<file path="src/rtl/core/mcta_pkg.sv">
package mcta_pkg;

   localparam int CMD_W   = 3;
   localparam int ADDR_W  = 32;
   localparam int STATE_W = 2;
   localparam int LOC_W   = 9;
   localparam int VACT_W  = 2;

   localparam logic [CMD_W-1:0] CMD_LOAD   = 3'd0;
   localparam logic [CMD_W-1:0] CMD_STORE  = 3'd1;
   localparam logic [CMD_W-1:0] CMD_INSERT = 3'd2;
   localparam logic [CMD_W-1:0] CMD_UPDATE = 3'd3;
   localparam logic [CMD_W-1:0] CMD_PROBE  = 3'd4;

   localparam logic [STATE_W-1:0] MESI_I = 2'd0;
   localparam logic [STATE_W-1:0] MESI_S = 2'd1;
   localparam logic [STATE_W-1:0] MESI_E = 2'd2;
   localparam logic [STATE_W-1:0] MESI_M = 2'd3;

   localparam logic [VACT_W-1:0] VACT_NONE          = 2'd0;
   localparam logic [VACT_W-1:0] VACT_WRITE_BACK    = 2'd1;
   localparam logic [VACT_W-1:0] VACT_WRITE_THROUGH = 2'd2;

   typedef struct packed {
      logic                tag_found;
      logic                hit;
      logic [STATE_W-1:0]  line_state;
      logic [LOC_W-1:0]    line_location;
      logic [VACT_W-1:0]   victim_action;
      logic [ADDR_W-1:0]   evict_addr;
      logic                update_missed;
   } rsp_payload_type;

endpackage

</file>
<file path="src/rtl/core/mcta_way_logic.sv">
module mcta_way_logic #(
   parameter int SETS       = 64,
   parameter int WAYS       = 8,
   parameter int LINE_BYTES = 64,
   parameter int TAG_BITS   = 20,
   parameter int SET_W      = 6,
   parameter int HAND_W     = 3,
   parameter int ROW_BITS   = 8 * 23 + 3
) (
   input  logic [ROW_BITS-1:0]         row_rd,
   input  logic [mcta_pkg::CMD_W-1:0]   cmd,
   input  logic [SET_W-1:0]            set_idx,
   input  logic [TAG_BITS-1:0]         tag,
   input  logic [mcta_pkg::STATE_W-1:0] new_state,
   input  logic                        private_level,
   output logic [ROW_BITS-1:0]         row_wr,
   output logic                        row_we,
   output mcta_pkg::rsp_payload_type   result
);
   import mcta_pkg::*;

   localparam int LOC_BITS = $clog2(SETS * WAYS + 1);

   typedef struct packed {
      logic [TAG_BITS-1:0] tag;
      logic [STATE_W-1:0]  state;
      logic                use_bit;
   } way_type;

   typedef struct packed {
      way_type [WAYS-1:0] ways;
      logic [HAND_W-1:0]  hand;
   } row_type;

   row_type                old_row;
   row_type                new_row;
   logic                   found;
   logic [HAND_W-1:0]      match_way;
   logic                   any_invalid;
   logic [HAND_W-1:0]      invalid_way;
   logic [HAND_W-1:0]      ring_idx [WAYS];
   logic [HAND_W:0]        ring_sum;
   logic [HAND_W:0]        rank;
   logic                   any_free;
   logic [HAND_W-1:0]      free_rank;
   logic [HAND_W-1:0]      victim;
   logic [HAND_W:0]        next_hand;
   logic [STATE_W-1:0]     line_state;
   logic [STATE_W-1:0]     victim_state;
   logic [LOC_BITS-1:0]    base_loc;
   logic [LOC_BITS-1:0]    match_loc;
   logic [LOC_BITS-1:0]    victim_loc;
   logic [63:0]            victim_line;
   logic                   hit;

   assign old_row = row_type'(row_rd);
   assign base_loc = LOC_BITS'(LOC_BITS'(set_idx) * LOC_BITS'(WAYS));

   // Lookup and victim election.
   always_comb begin
      found       = 1'b0;
      match_way   = '0;
      any_invalid = 1'b0;
      invalid_way = '0;
      for (int w = 0; w < WAYS; w++) begin
         if (!found && old_row.ways[w].tag == tag) begin
            found     = 1'b1;
            match_way = HAND_W'(w);
         end
         if (!any_invalid && old_row.ways[w].state == MESI_I) begin
            any_invalid = 1'b1;
            invalid_way = HAND_W'(w);
         end
      end

      for (int k = 0; k < WAYS; k++) begin
         ring_sum = (HAND_W + 1)'(old_row.hand) + (HAND_W + 1)'(k);
         if (ring_sum >= (HAND_W + 1)'(WAYS)) begin
            ring_sum = ring_sum - (HAND_W + 1)'(WAYS);
         end
         ring_idx[k] = HAND_W'(ring_sum);
      end

      any_free  = 1'b0;
      free_rank = '0;
      for (int k = 0; k < WAYS; k++) begin
         if (!any_free && !old_row.ways[ring_idx[k]].use_bit) begin
            any_free  = 1'b1;
            free_rank = HAND_W'(k);
         end
      end

      if (any_invalid) begin
         victim = invalid_way;
      end else if (any_free) begin
         victim = ring_idx[free_rank];
      end else begin
         victim = old_row.hand;
      end

      next_hand = (HAND_W + 1)'(victim) + (HAND_W + 1)'(1);
      if (next_hand >= (HAND_W + 1)'(WAYS)) begin
         next_hand = '0;
      end
   end

   assign line_state   = found ? old_row.ways[match_way].state : MESI_I;
   assign victim_state = old_row.ways[victim].state;
   assign match_loc    = LOC_BITS'(base_loc + LOC_BITS'(match_way));
   assign victim_loc   = LOC_BITS'(base_loc + LOC_BITS'(victim));
   assign victim_line  = 64'(old_row.ways[victim].tag) * 64'(SETS) + 64'(set_idx);
   assign hit = found && (line_state != MESI_I) &&
                !((line_state == MESI_M) && !private_level);

   // Row rewrite and result.
   always_comb begin
      new_row = old_row;
      row_we  = 1'b0;
      result  = '0;
      rank    = '0;
      unique case (cmd)
         CMD_LOAD, CMD_STORE: begin
            result.tag_found     = found;
            result.hit           = hit;
            result.line_state    = line_state;
            result.line_location = found ? LOC_W'(match_loc) : '0;
            if (hit) begin
               new_row.ways[match_way].use_bit = 1'b1;
               row_we = 1'b1;
            end
         end
         CMD_INSERT: begin
            result.tag_found     = found;
            result.line_state    = line_state;
            result.line_location = LOC_W'(victim_loc);
            if (victim_state == MESI_M) begin
               result.victim_action = private_level ? VACT_WRITE_BACK : VACT_WRITE_THROUGH;
            end
            if (victim_state != MESI_I) begin
               result.evict_addr = ADDR_W'(victim_line * 64'(LINE_BYTES));
            end
            if (!any_invalid) begin
               // The sweep clears the use bit of every way it passes over.
               for (int w = 0; w < WAYS; w++) begin
                  if (HAND_W'(w) >= old_row.hand) begin
                     rank = (HAND_W + 1)'(w) - (HAND_W + 1)'(old_row.hand);
                  end else begin
                     rank = (HAND_W + 1)'(w) + (HAND_W + 1)'(WAYS) -
                            (HAND_W + 1)'(old_row.hand);
                  end
                  if (!any_free || rank < (HAND_W + 1)'(free_rank)) begin
                     new_row.ways[w].use_bit = 1'b0;
                  end
               end
               new_row.hand = HAND_W'(next_hand);
            end
            new_row.ways[victim].tag     = tag;
            new_row.ways[victim].state   = new_state;
            new_row.ways[victim].use_bit = 1'b1;
            row_we = 1'b1;
         end
         CMD_UPDATE: begin
            result.tag_found     = found;
            result.line_state    = line_state;
            result.line_location = found ? LOC_W'(match_loc) : '0;
            result.update_missed = !found;
            if (found) begin
               new_row.ways[match_way].state = new_state;
               row_we = 1'b1;
            end
         end
         CMD_PROBE: begin
            result.tag_found     = found;
            result.line_state    = line_state;
            result.line_location = found ? LOC_W'(match_loc) : '0;
         end
         default: begin
            result = '0;
         end
      endcase
   end

   assign row_wr = ROW_BITS'(new_row);

endmodule
</file>
<file path="config.mk">
export PLATFORM = sky130hd
export DESIGN_NAME = mcta_way_logic
export DESIGN_NICKNAME = d
export VERILOG_FILES = /design/src/rtl/core/mcta_pkg.sv /design/src/rtl/core/mcta_way_logic.sv
export SDC_FILE = /design/constraint.sdc
export NUM_CORES = 1
export LEC_CHECK = 0
export BUFFER_PORTS_ARGS = -buffer_cell sky130_fd_sc_hd__buf_4
export CORE_AREA = 2 2 179 181
export DETAILED_ROUTE_END_ITERATION = 12
export DIE_AREA = 0 0 181 183
export PLACE_DENSITY = 0.5
export SLEW_MARGIN = 10
export SYNTH_ARGS = -nofsm -noshare
export SYNTH_HDL_FRONTEND = slang
export SYNTH_SLANG_ARGS = --single-unit
export TNS_END_PERCENT = 1
</file>
<file path="constraint.sdc">
create_clock -name vclk -period 7.9
set_input_delay 0.395 -clock vclk [all_inputs]
set_output_delay 0.395 -clock vclk [all_outputs]
set_load 0.005 [all_outputs]
</file>
==> metrics <==
Tot GR Track Use=0.2958; worst rel slew slack=0.2398; most frequent cells in the layout=buf_4 (462), mux2_2 (126), xor2_1 (93); via/cell ratio=5.792; clock buffer count=0; status=completed; switch share=0.5428; minimum clock period=6.510 ns; Max Cap Violations=0; worst hold-check path type=in -> out; CP Cell Sequence=buf_4, inv_2, ha_1, ha_1, mux4_2, mux2i_1, nor4b_4, a32o_1, ha_1, nand2_1, a21o_1, o311ai_1, inv_2, nand3_1, buf_4, or3_1, buf_4, nand2_1, a41o_1, buf_4; total number of vias=10140; total die area=0.03312 mm^2; RSZ-0062 raised after global routing=false; synthesized instance count=983; Setup crit start kind=primary input; Synth area leaders=mux2_2 (18%), mux2_4 (11%), xor2_1 (10%); sw power=411.0 uW; post-cts sizing count=0; leading area contributor after synthesis=mux2_2; Initial Util=0.2575; antenna-violating nets left=0; Crit Path Category=in -> out; sequential share of power=0; initial antenna violation count=6; endpoints failing setup=0; crit path DAT=6.12 ns; vias in the first global route=9815; Cell Area, Synth=0.008041 mm^2; WP buf/inv=6; Crit. End Element=primary output; Seq Cell Count=0; Final Util=0.3691; setup_tns=0 ns; delay-heaviest family, CP=buffers and inverters; Tightest Pin Transition=1.132 ns; most frequent CP cell=buf_4; router iterations before antenna repair=5; chip width=181 um; ratio of cells with drive above 1 in the final layout=0.5104; Combinational Power Share=1.000; GPL Wtd Cong=0.9861; Netlist cell types=70; CP peak stage delay=0.54 ns; Port Buffers=449; most common cell after layout, fill and taps aside=buf_4; period utilization=0.8241; Post-CTS Setup Bufs=0; Pwr per Cell Area=65.69 mW/mm^2; sequential area share after synthesis=0; Initial DRC Count=777; DP Wirelength=42160 um; WL/cell=29.84 um; grt ovf=0; core area=0.03123 mm^2; drt drc=0; Crit-path slowest cell=mux4_2; die height=183 um; Reg area=0 um^2; CP Max Fanout=22; # IOs=455; first-pass GRT wire length=72440 um; Lkg Pwr=0.005101 uW; Clock Power Share=0; Synth Warn #=0; syn avg cell area=8.181 um^2; WL final=52250 um; Final nets=1596; largest net degree at the start of global routing=45; Final Hold Viols=0; Critical Path RT=7.51 ns; internal power=346.2 uW; Fmax achieved=153.6 MHz; max-slew violation count=0; Yosys top cell area share=0.1764; area delta synth->final=43.33%; Worst IR Drop VDD=0.03126 mV; Fillers=3324; Rows=65; Hold-fix buffers, CTS=0
==> kinds of logic (layout without fill, tap and decap cells) <==
group                      count (synthesis)  after routing  share of synthesized area
other                                      1              9                  0.0004663
adders and majority gates                 29             29                    0.04512
and+or+nand+nor                          229            229                     0.1551
xor gates and xnor gates                 164            164                     0.1786
muxes                                    214            214                     0.3442
AOI/OAI and AO/OA                        217            217                     0.1984
buffers and inverters                    129            487                    0.07811
==> synth_stat cells, types with 7 or more instances <==
library cell / number
xor2_1: 93
a21oi_1: 21
mux2i_1: 15
buf_1: 7
buf_4: 9
o221ai_1: 47
nand3_1: 19
buf_2: 46
mux4_2: 14
o22ai_1: 34
ha_1: 29
nor2_1: 31
nand4_1: 23
a211oi_1: 18
a21o_1: 9
mux2_4: 57
and3_1: 15
nand2_1: 40
nor3_1: 31
o21ai_0: 20
buf_6: 7
or3_1: 7
clkbuf_1: 35
xnor2_1: 71
o21a_1: 14
inv_1: 22
nor4_1: 30
nor2b_1: 10
mux2_2: 126
==> worst paths after layout <==
kind / from / end / slack (ns) / cells past startpoint
max: row_rd[0] / row_wr[118] / 1.39 / 20
min: private_level / result[34] / 1.08 / 3
==> power by group through the flow <==
stage	clock, uW	sequential, uW	combinational (uW)
after CTS	0	0	749
after global routing	0.0000509	0	797
final	0.0000509	0	757
after floorplan	0	0	387
after detailed placement	0	0	745
after global placement	0	0	748
==> through the flow <==
stage | area [um^2] | instances | power (uW) | hold WS, ns | setup WS (ns)
2_1_floorplan | 8060 | 988 | 386.7 | 0.8254 | 2.830
3_3_place_gp | 11520 | 1748 | 748.0 | 1.071 | 1.633
3_5_place_dp | 11520 | 1748 | 744.8 | 1.068 | 1.511
4_1_cts | 11520 | 1748 | 748.6 | 1.069 | 1.476
5_1_grt | 11530 | 1751 | 797.1 | 1.076 | 1.056
6_report | 11530 | 1751 | 757.1 | 1.079 | 1.390
==> area by class of cell <==
type,count,area (um^2),area share
multi-input cells,859,7453,0.6467
inverters,25,93.84,0.008142
diodes,3,7.507,0.0006513
repair buffers,462,3468,0.3009
well taps,402,503.0,0.04364
==> metal layers <==
layer	wire length [um]	GRT usage	vias to the layer above
met2	25330	0.5217	580
met5	27	0	-
met3	3725	0.03852	79
met4	1499	0.07154	4
li1	-	-	4460
met1	21670	0.3821	5018
Power figures use the tool's default switching activity.
